## config.mk

```make
export PLATFORM = sky130hd
export DESIGN_NAME = fpa_front_flat
export DESIGN_NICKNAME = d
export VERILOG_FILES = /design/src/sv/fpa_pkg.sv /design/src/sv/fpa_req_if.sv /design/src/sv/fpa_front.sv /design/src/flat_wrapper.sv
export SDC_FILE = /design/constraint.sdc
export NUM_CORES = 1
export LEC_CHECK = 0
export BUFFER_PORTS_ARGS = -buffer_cell sky130_fd_sc_hd__buf_2
export CORE_UTILIZATION = 52
export DETAILED_ROUTE_END_ITERATION = 12
export PLACE_DENSITY = 0.87
export SYNTH_ARGS = -nofsm -noshare
export SYNTH_HDL_FRONTEND = slang
export SYNTH_SLANG_ARGS = --single-unit
```

## constraint.sdc

```tcl
create_clock -name vclk -period 11.05
set_input_delay 0 -clock vclk [all_inputs]
set_output_delay 0 -clock vclk [all_outputs]
set_load 0.02 [all_outputs]
```

## src/sv/fpa_pkg.sv

```systemverilog
// shared types and constants of the fixed-point alu
`timescale 1ns / 1ps
`default_nettype none
package fpa_pkg;

    localparam int QDEPTH = 4;
    localparam int QPTR_W = 2;
    localparam int QCNT_W = 3;

    typedef enum logic [3:0] {
        OP_ADD        = 4'd0,
        OP_SUB        = 4'd1,
        OP_MUL        = 4'd2,
        OP_DIV        = 4'd3,
        OP_CMP        = 4'd4,
        OP_MIN        = 4'd5,
        OP_MAX        = 4'd6,
        OP_INC        = 4'd7,
        OP_DEC        = 4'd8,
        OP_FROM_INT   = 4'd9,
        OP_FROM_FLOAT = 4'd10,
        OP_TO_INT     = 4'd11,
        OP_TO_FLOAT   = 4'd12
    } t_op;

    typedef enum logic [1:0] {
        FK_NORM  = 2'd0,
        FK_ZERO  = 2'd1,
        FK_LIMIT = 2'd2,
        FK_NAN   = 2'd3
    } t_fkind;

    // item as classified by the front end
    typedef struct packed {
        t_op         op;
        logic [31:0] a;
        logic [31:0] mag_a;
        logic [31:0] mag_b;
        logic        neg;
        logic        lt;
        logic        gt;
        logic        eq;
        logic        dz;
        logic [31:0] res;
    } t_qitem;

    // per-stage information in the back end
    typedef struct packed {
        t_op         op;
        logic        neg;
        logic        lt;
        logic        gt;
        logic        eq;
        logic        dz;
        logic        sat;
        logic [31:0] res;
    } t_info;

endpackage
`default_nettype wire

```

## src/sv/fpa_req_if.sv

```systemverilog
// request channel of the fixed-point alu
`timescale 1ns / 1ps
`default_nettype none
interface fpa_req_if;
    logic               valid;
    logic               ready;
    logic [3:0]         cmd;
    logic signed [31:0] operand_a;
    logic signed [31:0] operand_b;

    modport source (output valid, cmd, operand_a, operand_b, input ready);
    modport sink (input valid, cmd, operand_a, operand_b, output ready);
endinterface
`default_nettype wire

```

## src/sv/fpa_front.sv

```systemverilog
// front end: accepts requests, compares operands, does the combinational operations
`timescale 1ns / 1ps
`default_nettype none
module fpa_front #(
    parameter int FRAC_BITS = 8
) (
    fpa_req_if.sink        i_req,
    input  logic           i_full,
    output logic           o_push,
    output fpa_pkg::t_qitem o_item
);

    logic [31:0]  a;
    logic [31:0]  b;
    fpa_pkg::t_op op;
    logic         lt;
    logic         gt;

    assign a  = i_req.operand_a;
    assign b  = i_req.operand_b;
    assign op = fpa_pkg::t_op'(i_req.cmd);
    assign lt = $signed(a) < $signed(b);
    assign gt = $signed(a) > $signed(b);

    assign i_req.ready = !i_full;
    assign o_push      = i_req.valid && !i_full;

    always_comb begin
        o_item       = '0;
        o_item.op    = op;
        o_item.a     = a;
        o_item.mag_a = a[31] ? (~a + 32'd1) : a;
        o_item.mag_b = b[31] ? (~b + 32'd1) : b;
        o_item.neg   = a[31] ^ b[31];
        o_item.lt    = lt;
        o_item.gt    = gt;
        o_item.eq    = (a == b);
        o_item.dz    = (op == fpa_pkg::OP_DIV) && (b == 32'd0);
        case (op)
            fpa_pkg::OP_ADD:      o_item.res = a + b;
            fpa_pkg::OP_SUB:      o_item.res = a - b;
            fpa_pkg::OP_CMP:      o_item.res = lt ? 32'hFFFF_FFFF : (gt ? 32'd1 : 32'd0);
            fpa_pkg::OP_MIN:      o_item.res = lt ? a : b;
            fpa_pkg::OP_MAX:      o_item.res = gt ? a : b;
            fpa_pkg::OP_INC:      o_item.res = a + 32'd1;
            fpa_pkg::OP_DEC:      o_item.res = a - 32'd1;
            fpa_pkg::OP_FROM_INT: o_item.res = a << FRAC_BITS;
            fpa_pkg::OP_TO_INT:   o_item.res = 32'($signed(a) >>> FRAC_BITS);
            default:              o_item.res = 32'd0;
        endcase
    end

endmodule
`default_nettype wire

```

## src/flat_wrapper.sv

```systemverilog
// flat-port wrapper written by rule: the top's interface ports become plain ports
module fpa_front_flat 
#(
    parameter int FRAC_BITS = 8
)
  (i_full, o_push, o_item, i_req_valid, i_req_cmd, i_req_operand_a, i_req_operand_b, i_req_ready);
  fpa_req_if i_req_i ();
  input  logic i_full;
  output logic o_push;
  output fpa_pkg::t_qitem o_item;
  input wire logic [$bits(i_req_i.valid)-1:0] i_req_valid;
  input wire logic [$bits(i_req_i.cmd)-1:0] i_req_cmd;
  input wire logic [$bits(i_req_i.operand_a)-1:0] i_req_operand_a;
  input wire logic [$bits(i_req_i.operand_b)-1:0] i_req_operand_b;
  output wire logic [$bits(i_req_i.ready)-1:0] i_req_ready;
  assign i_req_i.valid = i_req_valid;
  assign i_req_i.cmd = i_req_cmd;
  assign i_req_i.operand_a = i_req_operand_a;
  assign i_req_i.operand_b = i_req_operand_b;
  assign i_req_ready = i_req_i.ready;
  fpa_front #(.FRAC_BITS(FRAC_BITS)) u_core (.i_req(i_req_i), .i_full(i_full), .o_push(o_push), .o_item(o_item));
endmodule
```

==> impl_summary.txt <==
----------------------------------------------------
[Layout]
  Footprint of the flip-flops and latches ... 0 µm²
  Clock buffers ... 0
  Signed area change from the synthesized netlist to the final layout ... 10.6%
  Ratio of cells with drive above 1 in the final layout ... 20.7%
  Count of fill cells added during filler insertion ... 1387
  ANT cells ... 0
  FF+latch count ... 0
  Multi-input logic area ... 6650 µm²
  Total Nets Final ... 1369
  Number of standard cells in the layout, taps in and fillers out ... 1409

[Worst setup path]
  Critical-path maximum fanout ... 6
  CP startpoint ... i_req_operand_b[1]
  Critical Path RT ... 11.05 ns
  Crit Path Class ... input pin to output port
  Kind of launch point of the worst setup path ... input pin
  Worst setup endpoint ... o_item[31]
  Type of destination of the critical path ... output port
  Signal arrival time at the worst endpoint ... 5.01 ns

[Flow run]
  Count of max-cap constraint violations ... 0

[Timing]
  Final setup violation count ... 0
  Setup TNS Final ... 0 ns
  Fin crit share ... 45.3%
  Worst slew slack as a fraction of its limit ... 40.3%
  Final Max Tran Viols ... 0
  Minimum clock period after layout ... 5.01 ns
  Final Hold Viols ... 0
  Peak clock frequency supported by timing ... 0.200 GHz
  RSZ-0062 raised after global routing ... no
  Slew @ Worst Pin ... 0.872 ns
  Worst Hold Margin ... 0.259 ns

[Die]
  Initial standard-cell utilization of the core ... 53.4%
  Die Height ... 122 µm
  Area of the placeable core ... 13900 µm²
  Die area ... 14800 µm²
  Width of the die ... 122 µm
  I/O pins ... 209
  # rows ... 43

[Synth]
  Dominant cell by count in the synthesized netlist ... sky130_fd_sc_hd__a21oi_1
  Mean instance size in the synthesized netlist ... 6.59 µm²
  Post-synthesis cell type with the largest combined area ... sky130_fd_sc_hd__xnor2_1
  Synthesized instance count ... 1128
  Post-synth net total ... 1266
  Warnings from Yosys ... 0
  Combined area of all synthesized cells ... 7440 µm²
  Most frequent cells after synthesis ... sky130_fd_sc_hd__a21oi_1, sky130_fd_sc_hd__xnor2_1, sky130_fd_sc_hd__nand2_1
  Post-synth top area share ... 13.2%
  Number of distinct library cells after synthesis ... 73
  Synth area leaders ... sky130_fd_sc_hd__xnor2_1, sky130_fd_sc_hd__ha_1, sky130_fd_sc_hd__a21oi_1
  Sequential share of the synthesized area ... 0%

[Route]
  Detailed-route vias per instance ... 6.74
  Post-DRT Antenna Nets ... 0
  Per-cell routed wire length ... 20.9 µm
  Initial DRC count ... 1606
  First-pass iteration count of the detailed router ... 7
  DR DRC count ... 0
  Total vias in the final route ... 9496
  Post-Route WL ... 29500 µm

[Place]
  Placed wire-length estimate ... 22300 µm
  GPL Wtd Cong ... 1.02
  Number of placed cells counting well taps ... 1409
  Buffers on Ports ... 209

[Pwr]
  Worst vdd ir ... 0.0000328 V
  Power density over the cells ... 68.2 nW/µm²
  Leakage power figure ... 3.78 nW

[Global route]
  Maximum number of pins on one net before global-route repair ... 41
  Total routing usage reported by global routing ... 38.5%
  Wire length of the first global-routing pass ... 44900 µm
  Global-route congestion overflow total ... 0
  Number of antenna violations at the first check in global routing ... 0
  Number of global-route vias before repair ... 8303

[Min path]
  Worst hold-check path type ... input pin to output port

[Clock network]
  Count of instances resized after the clock tree is built ... 0
  Number of buffers inserted by hold repair at cts ... 0
  Post-CTS setup buffer count ... 0

[Outcome]
  Result of the run ... finished clean

----------------------------------------------------
## placed cells by master, fill, tap and decap left out, drive strengths merged, types with 18 or more instances in the layout
| master | netlist | routed |
|---|---|---|
| nor3 | 23 | 23 |
| o221ai | 19 | 19 |
| xnor2 | 112 | 112 |
| a21oi | 122 | 122 |
| mux2i | 18 | 18 |
| ha | 66 | 66 |
| inv | 51 | 51 |
| o21ai | 85 | 85 |
| buf | 48 | 224 |
| nand3 | 23 | 23 |
| xor2 | 29 | 29 |
| nor2 | 68 | 68 |
| or3 | 21 | 21 |
| nand2 | 96 | 96 |
| a21o | 43 | 43 |
## worst min path at each step
stage,startpoint,to,slack (ns),cells after the start
floorplan,i_req_operand_a[30],o_item[100],0.05,1
global placement,i_full,i_req_ready,0.25,3
detailed placement,i_full,i_req_ready,0.26,3
CTS,i_full,i_req_ready,0.26,3
global route,i_full,i_req_ready,0.28,3
finish,i_full,i_req_ready,0.26,3
## critical path: stages
cell and delay [ns]:
sky130_fd_sc_hd__buf_2 0.11, sky130_fd_sc_hd__inv_1 0.15, sky130_fd_sc_hd__ha_1 0.23, sky130_fd_sc_hd__or3b_1 0.47, sky130_fd_sc_hd__nand4b_4 0.26, sky130_fd_sc_hd__nand3b_1 0.27, sky130_fd_sc_hd__or3_4 0.39, sky130_fd_sc_hd__or4_4 0.46
sky130_fd_sc_hd__or3_4 0.42, sky130_fd_sc_hd__xnor2_1 0.13, sky130_fd_sc_hd__a21oi_1 0.16, sky130_fd_sc_hd__ha_1 0.32, sky130_fd_sc_hd__a21oi_1 0.24, sky130_fd_sc_hd__o21ai_0 0.13, sky130_fd_sc_hd__a21oi_1 0.22, sky130_fd_sc_hd__o2111ai_1 0.15
sky130_fd_sc_hd__a31oi_1 0.28, sky130_fd_sc_hd__xnor2_1 0.11, sky130_fd_sc_hd__o211ai_1 0.27, sky130_fd_sc_hd__buf_2 0.23
## logic make-up after synthesis
group | count (synthesis) | synth area share (%)
AOI/OAI and AO/OA | 413 | 36.4
and+or+nand+nor | 314 | 22.0
buffers and inverters | 174 | 10.9
xor gates and xnor gates | 141 | 16.6
adders and majority gates | 68 | 11.6
muxes | 18 | 2.42
## power by group
part,internal [W],switching (W),total (W)
Sequential,0,0,0
Clock,0,0,0
Combinational,0.000203,0.000359,0.000561
Total,0.000203,0.000359,0.000561
## through the flow
stage / utilization, % / cell area, µm² / worst slack, ns / total power, W
final: 59.0 / 8230 / 6.04 / 0.000561
after global routing: 59.0 / 8230 / 5.71 / 0.000599
after detailed placement: 59.0 / 8230 / 6.14 / 0.000542
after floorplan: - / 7440 / 6.73 / 0.000392
after CTS: 59.0 / 8230 / 6.12 / 0.000545
after global placement: 59.0 / 8230 / 6.21 / 0.000538
## area by class of cell
class,instances,share of cell area (%)
inverter,51,2.33
tap,180,2.74
timing repair buffer,224,14.1
multi-input combinational,954,80.9
## layer usage
layer / vias up / track usage (%) / wire length, µm
met1: 4245 / 52.8 / 11600
li1: 4327 / - / -
met3: 133 / 8.15 / 4260
met4: 0 / 14.7 / 1320
met2: 791 / 58.3 / 12300
met5: - / 0 / 0
No activity file was read; power rests on OpenSTA's default activity.
