==> src/sv/fpa_pkg.sv <==
// shared types and constants of the fixed-point alu
`timescale 1ns / 1ps
`default_nettype none
package fpa_pkg;

    localparam int QDEPTH = 4;
    localparam int QPTR_W = 2;
    localparam int QCNT_W = 3;

    typedef enum logic [3:0] {
        OP_ADD        = 4'd0,
        OP_SUB        = 4'd1,
        OP_MUL        = 4'd2,
        OP_DIV        = 4'd3,
        OP_CMP        = 4'd4,
        OP_MIN        = 4'd5,
        OP_MAX        = 4'd6,
        OP_INC        = 4'd7,
        OP_DEC        = 4'd8,
        OP_FROM_INT   = 4'd9,
        OP_FROM_FLOAT = 4'd10,
        OP_TO_INT     = 4'd11,
        OP_TO_FLOAT   = 4'd12
    } t_op;

    typedef enum logic [1:0] {
        FK_NORM  = 2'd0,
        FK_ZERO  = 2'd1,
        FK_LIMIT = 2'd2,
        FK_NAN   = 2'd3
    } t_fkind;

    // item as classified by the front end
    typedef struct packed {
        t_op         op;
        logic [31:0] a;
        logic [31:0] mag_a;
        logic [31:0] mag_b;
        logic        neg;
        logic        lt;
        logic        gt;
        logic        eq;
        logic        dz;
        logic [31:0] res;
    } t_qitem;

    // per-stage information in the back end
    typedef struct packed {
        t_op         op;
        logic        neg;
        logic        lt;
        logic        gt;
        logic        eq;
        logic        dz;
        logic        sat;
        logic [31:0] res;
    } t_info;

endpackage
`default_nettype wire

==> src/sv/fpa_queue.sv <==
// short queue between front and back end
`timescale 1ns / 1ps
`default_nettype none
module fpa_queue (
    input  logic            i_clk,
    input  logic            i_rst_n,
    input  logic            i_push,
    input  fpa_pkg::t_qitem i_item,
    output logic            o_full,
    output logic            o_valid,
    output fpa_pkg::t_qitem o_item,
    input  logic            i_pop
);

    fpa_pkg::t_qitem               r_mem [fpa_pkg::QDEPTH];
    logic [fpa_pkg::QPTR_W-1:0]    r_wp;
    logic [fpa_pkg::QPTR_W-1:0]    r_rp;
    logic [fpa_pkg::QCNT_W-1:0]    r_cnt;
    logic [fpa_pkg::QCNT_W-1:0]    n_cnt;

    assign o_full  = (r_cnt == fpa_pkg::QCNT_W'(fpa_pkg::QDEPTH));
    assign o_valid = (r_cnt != '0);
    assign o_item  = r_mem[r_rp];

    always_comb begin
        n_cnt = r_cnt;
        if (i_push && !i_pop) begin
            n_cnt = r_cnt + 1'b1;
        end else if (!i_push && i_pop) begin
            n_cnt = r_cnt - 1'b1;
        end
    end

    always_ff @(posedge i_clk) begin
        if (!i_rst_n) begin
            r_wp  <= '0;
            r_rp  <= '0;
            r_cnt <= '0;
        end else begin
            if (i_push) r_wp <= r_wp + 1'b1;
            if (i_pop)  r_rp <= r_rp + 1'b1;
            r_cnt <= n_cnt;
        end
    end

    always_ff @(posedge i_clk) begin
        if (i_push) begin
            r_mem[r_wp] <= i_item;
        end
    end

    a_no_overflow: assert property (@(posedge i_clk) disable iff (!i_rst_n)
        !(i_push && o_full && !i_pop))
        else $error("push into full queue");

    a_no_underflow: assert property (@(posedge i_clk) disable iff (!i_rst_n)
        !(i_pop && !o_valid))
        else $error("pop from empty queue");

    a_count_track: assert property (@(posedge i_clk) disable iff (!i_rst_n)
        (i_push && !i_pop) |=> (r_cnt == $past(r_cnt) + 1'b1))
        else $error("queue count lost a push");

endmodule
`default_nettype wire

==> config.mk <==
export PLATFORM = sky130hd
export DESIGN_NAME = fpa_queue
export DESIGN_NICKNAME = d
export VERILOG_FILES = /design/src/sv/fpa_pkg.sv /design/src/sv/fpa_queue.sv
export SDC_FILE = /design/constraint.sdc
export NUM_CORES = 1
export LEC_CHECK = 0
export ABC_AREA = 1
export ABC_CLOCK_PERIOD_IN_PS = 4560
export BUFFER_PORTS_ARGS = -buffer_cell sky130_fd_sc_hd__buf_2
export CORE_MARGIN = 5
export CORE_UTILIZATION = 51
export CTS_BUF_LIST = sky130_fd_sc_hd__clkbuf_8
export DETAILED_ROUTE_END_ITERATION = 16
export PLACE_DENSITY = 0.72
export SLEW_MARGIN = 0
export SYNTH_ARGS = -nofsm -noshare
export SYNTH_HDL_FRONTEND = slang
export SYNTH_SLANG_ARGS = --single-unit
==> constraint.sdc <==
create_clock -name i_clk -period 4.56 [get_ports i_clk]
set_clock_uncertainty 0.05 [all_clocks]
set_input_delay 0.456 -clock i_clk [delete_from_list [all_inputs] [get_ports i_clk]]
set_output_delay 0.456 -clock i_clk [all_outputs]
set_load 0.05 [all_outputs]
==> flow_metrics.tcl, run 1 <==
set metrics [dict create \
    synth_nets 1531 \
    numPortBuffers 279 \
    clock_latency_ns 0.62 \
    place_ws_ns 1.80 \
    clk_path_buf_depth 3 \
    switching_share_pct 27.6 \
    post-route-util_pct 63.4 \
    worstPathMaxFanout 250 \
    core.rowCount 73 \
    required_ns 4.05 \
    fin_cells 2401 \
    pwr-share-comb_pct 14.4 \
    grt_start_max_net_pins 251 \
    chipWidth_um 212 \
    slew_violations 0 \
    final_cell_mix "edfxtp_1, nor2_1, buf_2" \
    power.total_mw 11.3 \
    cpPeakStageDelay_ns 0.54 \
    p_sw_mw 3.12 \
    finalHoldViolCount 0 \
    fin_ws_ns 0.869 \
    core_area_mm2 0.0400 \
    worst-setup-path-type "register to primary output" \
    min_period_ns 3.69 \
    min_path_type "input port to register" \
    n_fill_cell 2920 \
    cts_tree "yes" \
    final_common_cell "edfxtp_1" \
    synth_cell_types 19 \
    drc 0 \
    timing.final.crit_share_pct 80.9 \
    wl_um 46900 \
    firstDrtPassIters 5 \
    cap_violations 0 \
    seqPwrFrac_pct 52.3 \
    rsz0062_at_grt "no" \
    cts.sinks 557 \
    ctsRootBufferMaster "clkbuf_8" \
    grt_overflow_total 0 \
    avgViaCountPerCell 5.43 \
    vdd_drop_max_uv 337 \
    grt_pass1_wl_um 72200 \
    rrSetupSlack_ns 2.17 \
    crit_arrival_ns 3.19 \
    use_met1_pct 25.9 \
    start_util_pct 51.8 \
    antenna_found_initial 3 \
    top_usage_layer "met2" \
    setup_viol 0 \
    final_area_mm2 0.0254 \
    worstMarginPinSlew_ns 1.47 \
    worst_hold_slack_ns 0.0808 \
    placed_cell_area_mm2 0.0224 \
    ys_ff_latch 557 \
    num-nets-final 1961 \
    cts_made_buffers 86 \
    crit_slowest_cell "dfxtp_4" \
    htreeDepth 3 \
    syn_area_per_cell_um2 15.0 \
    power.density_mw_per_mm2 446 \
    ys_seq_area_share_pct 80.2 \
    grtUsageTotal_pct 20.5 \
    dr_total_vias 13000 \
    synth_cells 1384 \
    place_congestion 0.748 \
    status "finished clean" \
    use_met3_pct 5.51 \
    ys_warn_count 0 \
    drive_above_1_share_pct 21.6 \
    first_global_vias 13400 \
    area_growth_pct 22.2 \
    p_leak_nw 9.00 \
    power_frac_clock_pct 33.3 \
    p_int_mw 8.19 \
    hpwl_um 24800 \
    drtAntennaViolNets 0 \
    ios 280 \
    max_freq_ghz 0.271 \
    wl_per_cell_um 19.5 \
    slew_headroom_pct 2.22 \
    startpoint_type "register" \
    die_h_um 212 \
    drt_iter0_markers 945 \
    end_kind "primary output" \
    synthesis.area_mm2 0.0207 \
    cts_setup_buffers 0 \
    crit_chain "buf_12 > o21ai_0 > o22ai_1 > buf_2" \
    fin_tns_setup_ns 0 \
    die-area_mm2 0.0448 \
    clkTransAtPathRegs_ns 0.06 \
    dp_cells 2114 \
    grt_use_met2_pct 34.8 \
]
==> per-layer routing <==
| metal | share of wire, % | up-vias | routed length [um] |
|---|---|---|---|
| li1 | - | 6121 | - |
| met1 | 40 | 6377 | 18800 |
| met2 | 50 | 445 | 23400 |
| met3 | 7.6 | 90 | 3540 |
| met4 | 2.5 | 2 | 1170 |
| met5 | 0.015 | - | 7 |
==> cell families (layout without fill, tap and decap cells) <==
group,Yosys count,count (layout),share of synthesized area (%)
other,0,2,0
adders and majority gates,6,6,0.398
and+or+nand+nor,293,293,5.33
DFF,557,557,80.2
AOI/OAI and AO/OA,421,421,11.0
buffers and inverters,107,597,3.08
==> cell type report <==
class | instances | area [um2] | share of cell area [%]
clock inverters | 62 | 352 | 1.39
multi-input cells | 720 | 3470 | 13.7
flip-flops and latches | 557 | 16600 | 65.7
repair buffers | 432 | 2950 | 11.6
diodes | 2 | 5.00 | 0.0197
inverters | 17 | 93.8 | 0.370
well taps | 525 | 657 | 2.59
clock buffers | 86 | 1180 | 4.67
==> timing repair <==
item / 4_1_cts / 5_1_grt
gates resized for setup: 0 / 0
hold buffers: 137 / 0
endpoints found under the hold margin: 548 / 0
endpoints found under the setup margin: 0 / 0
==> worst max-delay path, delay by kind of cell, from the launching register on <==
| kind | cells | cell delay (ns) |
|---|---|---|
| buffers and inverters | 2 | 0.87 |
| AOI/OAI and AO/OA | 2 | 0.57 |
| DFF | 1 | 0.54 |
==> synthesized netlist by cell type <==
library cell	count	area (um2)
a21oi_1	4	20.0
inv_4	1	6.26
fa_1	1	20.0
o22ai_1	137	857
buf_4	14	105
nand4_1	1	6.26
nand3_1	1	5.00
nor2_1	280	1050
nand2_1	10	37.5
edfxtp_1	548	16500
inv_1	16	60.1
ha_1	5	62.6
buf_2	2	10.0
dfxtp_1	9	180
buf_6	24	270
o21ai_0	157	786
clkbuf_1	50	188
o21ai_1	123	616
nor3_1	1	5.00
==> final timing paths <==
path            start            to  depth (start not counted)
min reg2reg   r_rp[1]      register                          1
min           i_rst_n      r_cnt[2]                          3
max          register   o_item[132]                          4
max reg2reg   r_wp[0]  r_mem[2][85]                          5
==> power by group through the flow <==
stage / Sequential (mW) / Clock, mW / Combinational [mW]
after global routing: 5.92 / 4.10 / 1.74
after detailed placement: 6.02 / 0 / 1.54
after floorplan: 6.02 / 0 / 1.10
after global placement: 6.01 / 0 / 1.51
final: 5.91 / 3.76 / 1.63
after CTS: 5.91 / 3.85 / 1.64
==> state kept, by name, summed over array words and instances (netlist names), named ones only <==
| register | cells |
|---|---|
| r_mem | 548 |
| r_cnt | 3 |
| r_rp | 2 |
| r_wp | 2 |
No activity file was read; power rests on OpenSTA's default activity.
==> inputs of run 2 (changes only) <==
--- a/config.mk
+++ b/config.mk
@@ -5,8 +5,8 @@
 export SDC_FILE = /design/constraint.sdc
 export NUM_CORES = 1
 export LEC_CHECK = 0
-export ABC_AREA = 1
-export ABC_CLOCK_PERIOD_IN_PS = 4560
+export ABC_AREA = 0
+export ABC_CLOCK_PERIOD_IN_PS = 3600
 export BUFFER_PORTS_ARGS = -buffer_cell sky130_fd_sc_hd__buf_2
 export CORE_MARGIN = 5
 export CORE_UTILIZATION = 51
==> constraint.sdc (replaced) <==
create_clock -name i_clk -period 3.6 [get_ports i_clk]
set_clock_uncertainty 0.05 [all_clocks]
set_input_delay 0.36 -clock i_clk [delete_from_list [all_inputs] [get_ports i_clk]]
set_output_delay 0.36 -clock i_clk [all_outputs]
set_load 0.05 [all_outputs]
==> run 2 against run 1 <==
Register-to-register slack worse by 0.56 ns. Core utilization is 0.82 points higher. Die area is 2.4% lower. Final cell count is 23% lower. Clock power is 25% higher. Hold slack worse by 0.0049 ns. Sequential power is 28% higher. Largest cell class unchanged.
==> flow_metrics.tcl, run 2 <==
set metrics [dict create \
    status "finished clean" \
    dr_total_vias 9815 \
    synthTopCellsByCount "edfxtp_1, mux4_2, buf_2" \
    drtAntennaViolNets 0 \
    ys_warn_count 0 \
    worst-setup-path-type "register to primary output" \
    die-area_mm2 0.0437 \
    slew_violations 0 \
    cp.buffers_inverters 2 \
    num-nets-final 1407 \
    setup_viol 0 \
    crit_chain "buf_12 > mux4_2 > buf_2" \
    ys_ff_latch 557 \
    final_cell_mix "edfxtp_1, buf_2, dlygate4sd3_1" \
    start_util_pct 51.3 \
    p_sw_mw 3.90 \
    synth_top_area_share_pct 81.4 \
    num_antenna_cells 0 \
    p_int_mw 10.6 \
    final_area_mm2 0.0253 \
    synth_enable_flop_cells 548 \
    clock_latency_ns 0.61 \
    synthesis.area_mm2 0.0202 \
    worstReg2RegStart "r_wp[0]" \
    numPortBuffers 279 \
    htreeDepth 3 \
    rrSetupSlack_ns 1.61 \
    dominantRegCellSynth "edfxtp_1" \
    worstPathMaxFanout 35 \
    drt_iter0_markers 595 \
    max_freq_ghz 0.350 \
    synth_top_area_cell "edfxtp_1" \
    cts_made_buffers 89 \
    p_leak_nw 8.73 \
    first_global_vias 11100 \
    rsz0062_at_grt "no" \
    ios 280 \
    finalHoldViolCount 0 \
    required_ns 3.19 \
    worst_hold_slack_ns 0.0759 \
    largest_register_ffs 548 \
    grt_pass1_wl_um 63100 \
    end_kind "primary output" \
    reg2reg_depth 4 \
    synth_cells 758 \
    firstDrtPassIters 5 \
    cts.sinks 557 \
    core.rowCount 73 \
    wl_um 40600 \
    core_area_mm2 0.0395 \
    cap_violations 0 \
    grt_overflow_total 0 \
    pwr-share-comb_pct 15.4 \
    crit_family "flip-flops" \
    ctsRootBufferMaster "clkbuf_8" \
    synth.most_common_cell "edfxtp_1" \
    async_reset_ff_share_pct 0 \
    seqPwrFrac_pct 52.2 \
    power_frac_clock_pct 32.4 \
    top_register "r_mem" \
    cts_resized 0 \
    crit_slowest_cell "dfxtp_4" \
    grtUsageTotal_pct 18.9 \
    power.density_mw_per_mm2 572 \
    drive_above_1_share_pct 41.4 \
    clkTransAtPathRegs_ns 0.06 \
    wl_per_cell_um 21.9 \
    antenna_found_initial 2 \
    ys_seq_area_share_pct 82.3 \
    vdd_drop_max_uv 436 \
    startpoint_type "register" \
    hold_end "r_rp[0]" \
    fin_tns_setup_ns 0 \
    hpwl_um 23500 \
    avgViaCountPerCell 5.31 \
    cts_tree "yes" \
    placed_cell_area_mm2 0.0224 \
    grt_start_max_net_pins 138 \
    synth_nets 905 \
    place_ws_ns 1.28 \
    clk_path_buf_depth 3 \
    syn_area_per_cell_um2 26.7 \
    switching_share_pct 26.9 \
    drc 0 \
    power.total_mw 14.5 \
    min_path_cells 3 \
    min_from "i_pop" \
    regToRegEndpoint "r_mem[0][2]" \
    worstMarginPinSlew_ns 0.880 \
    yosys-top-cells-area "edfxtp_1, mux4_2, dfxtp_1" \
    place_congestion 0.730 \
    fin_ws_ns 0.741 \
    min_period_ns 2.86 \
    final_common_cell "edfxtp_1" \
    slew_headroom_pct 41.3 \
    chipWidth_um 209 \
    min_path_type "input port to register" \
    die_h_um 209 \
    cpPeakStageDelay_ns 0.66 \
    timing.final.crit_share_pct 79.4 \
    area_growth_pct 25.2 \
    synth_cell_types 20 \
    crit_arrival_ns 2.45 \
    top_regs "r_mem (548), r_cnt (3)" \
]
-- run 2: cell count changes after synthesis, moves of 12 or more --
cell	before	now
o21ai_1	123	0
o22ai_1	137	0
nor2_1	280	0
mux4_2	0	137
buf_4	14	2
buf_2	2	14
inv_1	16	4
o21ai_0	157	1
clkbuf_1	50	1
-- run 2: metrics by stage --
stage               std cells  util [%]
floorplan                 758         -
global placement         1555      56.8
detailed placement       1555      56.8
CTS                      1849      64.2
global route             1849      64.2
finish                   1849      64.2
-- run 2: cell type report --
cell class / instances / area [um2]
clock buffer: 90 / 1240
clock inverter: 65 / 304
fill: 2605 / 14100
inverter: 4 / 15.0
multi-input combinational: 167 / 3350
sequential: 557 / 16600
tap: 525 / 657
timing repair buffer: 441 / 3120
-- run 2: worst max path at each step --
stage,startpoint,endpoint,slack (ns),cells past startpoint
after floorplan,r_wp[0],r_mem[2][0],0.88,3
after CTS,register,o_item[48],0.57,3
after global routing,register,o_item[48],0.53,3
after detailed placement,register,o_item[48],1.28,3
after global placement,register,o_item[48],1.29,3
final,register,o_item[48],0.74,3
-- run 2: logic make-up (layout without fill, tap and decap cells) --
family | count (synthesis) | count (layout) | synth area share, %
compound gates | 2 | 2 | 0.0619
xor+xnor | 5 | 5 | 0.217
fa+ha+maj | 6 | 6 | 0.408
buf+inv | 34 | 600 | 1.24
flops | 557 | 557 | 82.3
mux | 139 | 139 | 15.4
simple gates | 15 | 15 | 0.458
-- run 2: worst min-delay path, stage by stage --
cell and delay, ns:
buf_2 0.11, xor2_1 0.07, and2_1 0.15
-- run 2: per-layer routing --
metal  part of all wire (%)  up-vias  routed length (um)  global-route usage (%)
li1                       -     4300                   -                       -
met1                     39     5044               15700                    23.8
met2                     51      387               20500                    31.7
met3                    7.8       80                3180                    5.49
met4                    2.7        4                1090                    6.71
met5                  0.064        -                  26                       0
-- run 2: power groups by stage --
stage	sequential, mW	combinational, mW	clock [mW]
after floorplan	7.65	1.58	0
after global placement	7.67	2.11	0
after detailed placement	7.69	2.13	0
after CTS	7.56	2.26	4.82
after global routing	7.58	2.35	5.17
final	7.56	2.23	4.69
-- run 2: timing repair --
action / CTS / global route
hold buffers: 139 / 0
buffers inserted: 0 / 0
hold endpoints to repair: 557 / 0
==> inputs of run 3 (changes only) <==
--- a/config.mk
+++ b/config.mk
@@ -5,8 +5,8 @@
 export SDC_FILE = /design/constraint.sdc
 export NUM_CORES = 1
 export LEC_CHECK = 0
-export ABC_AREA = 0
-export ABC_CLOCK_PERIOD_IN_PS = 3600
+export ABC_AREA = 1
+export ABC_CLOCK_PERIOD_IN_PS = 2700
 export BUFFER_PORTS_ARGS = -buffer_cell sky130_fd_sc_hd__buf_2
 export CORE_MARGIN = 5
 export CORE_UTILIZATION = 51
==> constraint.sdc (replaced) <==
create_clock -name i_clk -period 2.7 [get_ports i_clk]
set_clock_uncertainty 0.05 [all_clocks]
set_input_delay 0.27 -clock i_clk [delete_from_list [all_inputs] [get_ports i_clk]]
set_output_delay 0.27 -clock i_clk [all_outputs]
set_load 0.05 [all_outputs]
==> run 3 against run 2 <==
Clock-buffer cell count shrank 1. Critical path depth up 2. Total power rose by 35%. Final cell count increased by 32%. Core utilization grew 1.0 points. Sequential cell count stayed put. Register-to-register slack got worse by 0.92 ns. Global-route usage increased by 2.3 points. Sequential share of layout area shrank 1.9 points. Non-clock buffer count increased by 17. Setup slack worse by 0.61 ns.
==> flow_metrics.tcl, run 3 (same netlist as run 1, synthesis figures left out) <==
set metrics [dict create \
    drt_iter0_markers 1138 \
    fin_tns_setup_ns 0 \
    startpoint_type "register" \
    ios 280 \
    finalHoldViolCount 0 \
    cts_tree "yes" \
    die_h_um 212 \
    dp_cells 2128 \
    min_path_type "input port to register" \
    clock_latency_ns 0.64 \
    n_fill_cell 2789 \
    ctsRootBufferMaster "clkbuf_8" \
    cap_violations 0 \
    grtUsageTotal_pct 21.2 \
    drive_above_1_share_pct 23.5 \
    grt_start_max_net_pins 149 \
    place_congestion 0.775 \
    crit_arrival_ns 2.25 \
    core_area_mm2 0.0400 \
    placed_cell_area_mm2 0.0228 \
    num-nets-final 1989 \
    timing.final.crit_share_pct 95.2 \
    p_leak_nw 9.31 \
    wl_um 50800 \
    worst-setup-path-type "register to primary output" \
    first_global_vias 13800 \
    status "finished clean" \
    final_area_mm2 0.0261 \
    vdd_drop_max_uv 662 \
    chipWidth_um 212 \
    grt_overflow_total 0 \
    top_register "r_mem" \
    avgViaCountPerCell 5.55 \
    top_regs "r_mem (548), r_cnt (3)" \
    worstMarginPinSlew_ns 0.739 \
    die-area_mm2 0.0448 \
    rrSetupSlack_ns 0.69 \
    start_util_pct 51.8 \
    slew_headroom_pct 50.6 \
    antenna_found_initial 1 \
    setup_viol 0 \
    max_freq_ghz 0.389 \
    hpwl_um 26400 \
    min_period_ns 2.57 \
    final_cell_mix "edfxtp_1, nor2_1, buf_2" \
    numPortBuffers 279 \
    wl_per_cell_um 20.9 \
    slew_violations 0 \
    grt_pass1_wl_um 74700 \
    cts_made_buffers 88 \
    largest_register_ffs 548 \
    fin_cells 2434 \
    core.rowCount 73 \
    required_ns 2.38 \
    drc 0 \
    firstDrtPassIters 5 \
    cts.sinks 557 \
    worstPathMaxFanout 74 \
    clkTransAtPathRegs_ns 0.05 \
    clk_path_buf_depth 3 \
    power.density_mw_per_mm2 750 \
    end_kind "primary output" \
    dr_total_vias 13500 \
    drtAntennaViolNets 0 \
    area_growth_pct 25.8 \
    final_common_cell "edfxtp_1" \
    htreeDepth 3 \
]
run 3: area by class of cell:
cell class	instances	area [um2]	area share, %
Antenna cell	1	2.50	0.00959
Clock buffer	89	1220	4.69
Clock inverter	67	407	1.56
Inverter	17	113	0.431
Multi-Input combinational cell	720	3480	13.3
Sequential cell	557	16600	63.8
Tap cell	525	657	2.52
Timing Repair Buffer	458	3560	13.7
run 3: repair_timing:
action,CTS,global route
gates cloned,1,4
hold buffers,140,0
endpoints found under the hold margin,557,0
resized for setup,4,13
setup buffers,0,4
setup endpoints to repair,16,90
run 3: worst max-delay path, cell delays in order, from the launching register on:
cell	delay, ns
dfxtp_4	0.39
buf_4	0.17
clkbuf_16	0.36
o21ai_0	0.15
o22ai_1	0.21
buf_2	0.30
run 3: report_power, final:
group / internal (mW) / total [mW] / switching (mW)
sequential: 9.89 / 9.98 / 0.0923
combinational: 0.780 / 2.94 / 2.16
clock: 3.47 / 6.65 / 3.18
total: 14.1 / 19.6 / 5.43
run 3: stage by stage:
step,util [%],hold WS [ns],power (mW),setup slack [ns]
global route,65.2,0.289,20.3,-0.00619
detailed placement,57.0,0.376,12.8,0.660
global placement,57.0,0.363,12.8,0.686
floorplan,-,0.319,12.0,-0.373
CTS,64.7,0.271,19.6,-0.0122
finish,65.2,0.320,19.6,0.130
run 3: final timing paths:
check | end | cells after the start | from
hold / removal | r_mem[3][53] | 2 | i_item[53]
hold reg to reg | register | 1 | r_rp[1]
setup / recovery | o_item[121] | 5 | register
setup reg to reg | r_mem[2][39] | 5 | r_wp[0]
run 3: metal layers:
layer | share of wire, % | GRT usage (%) | vias up
met1 | 39 | 26.2 | 6638
met4 | 2.3 | 6.89 | 2
li1 | - | - | 6187
met5 | 0.026 | 0 | -
met2 | 51 | 36.6 | 578
met3 | 8.0 | 5.84 | 92
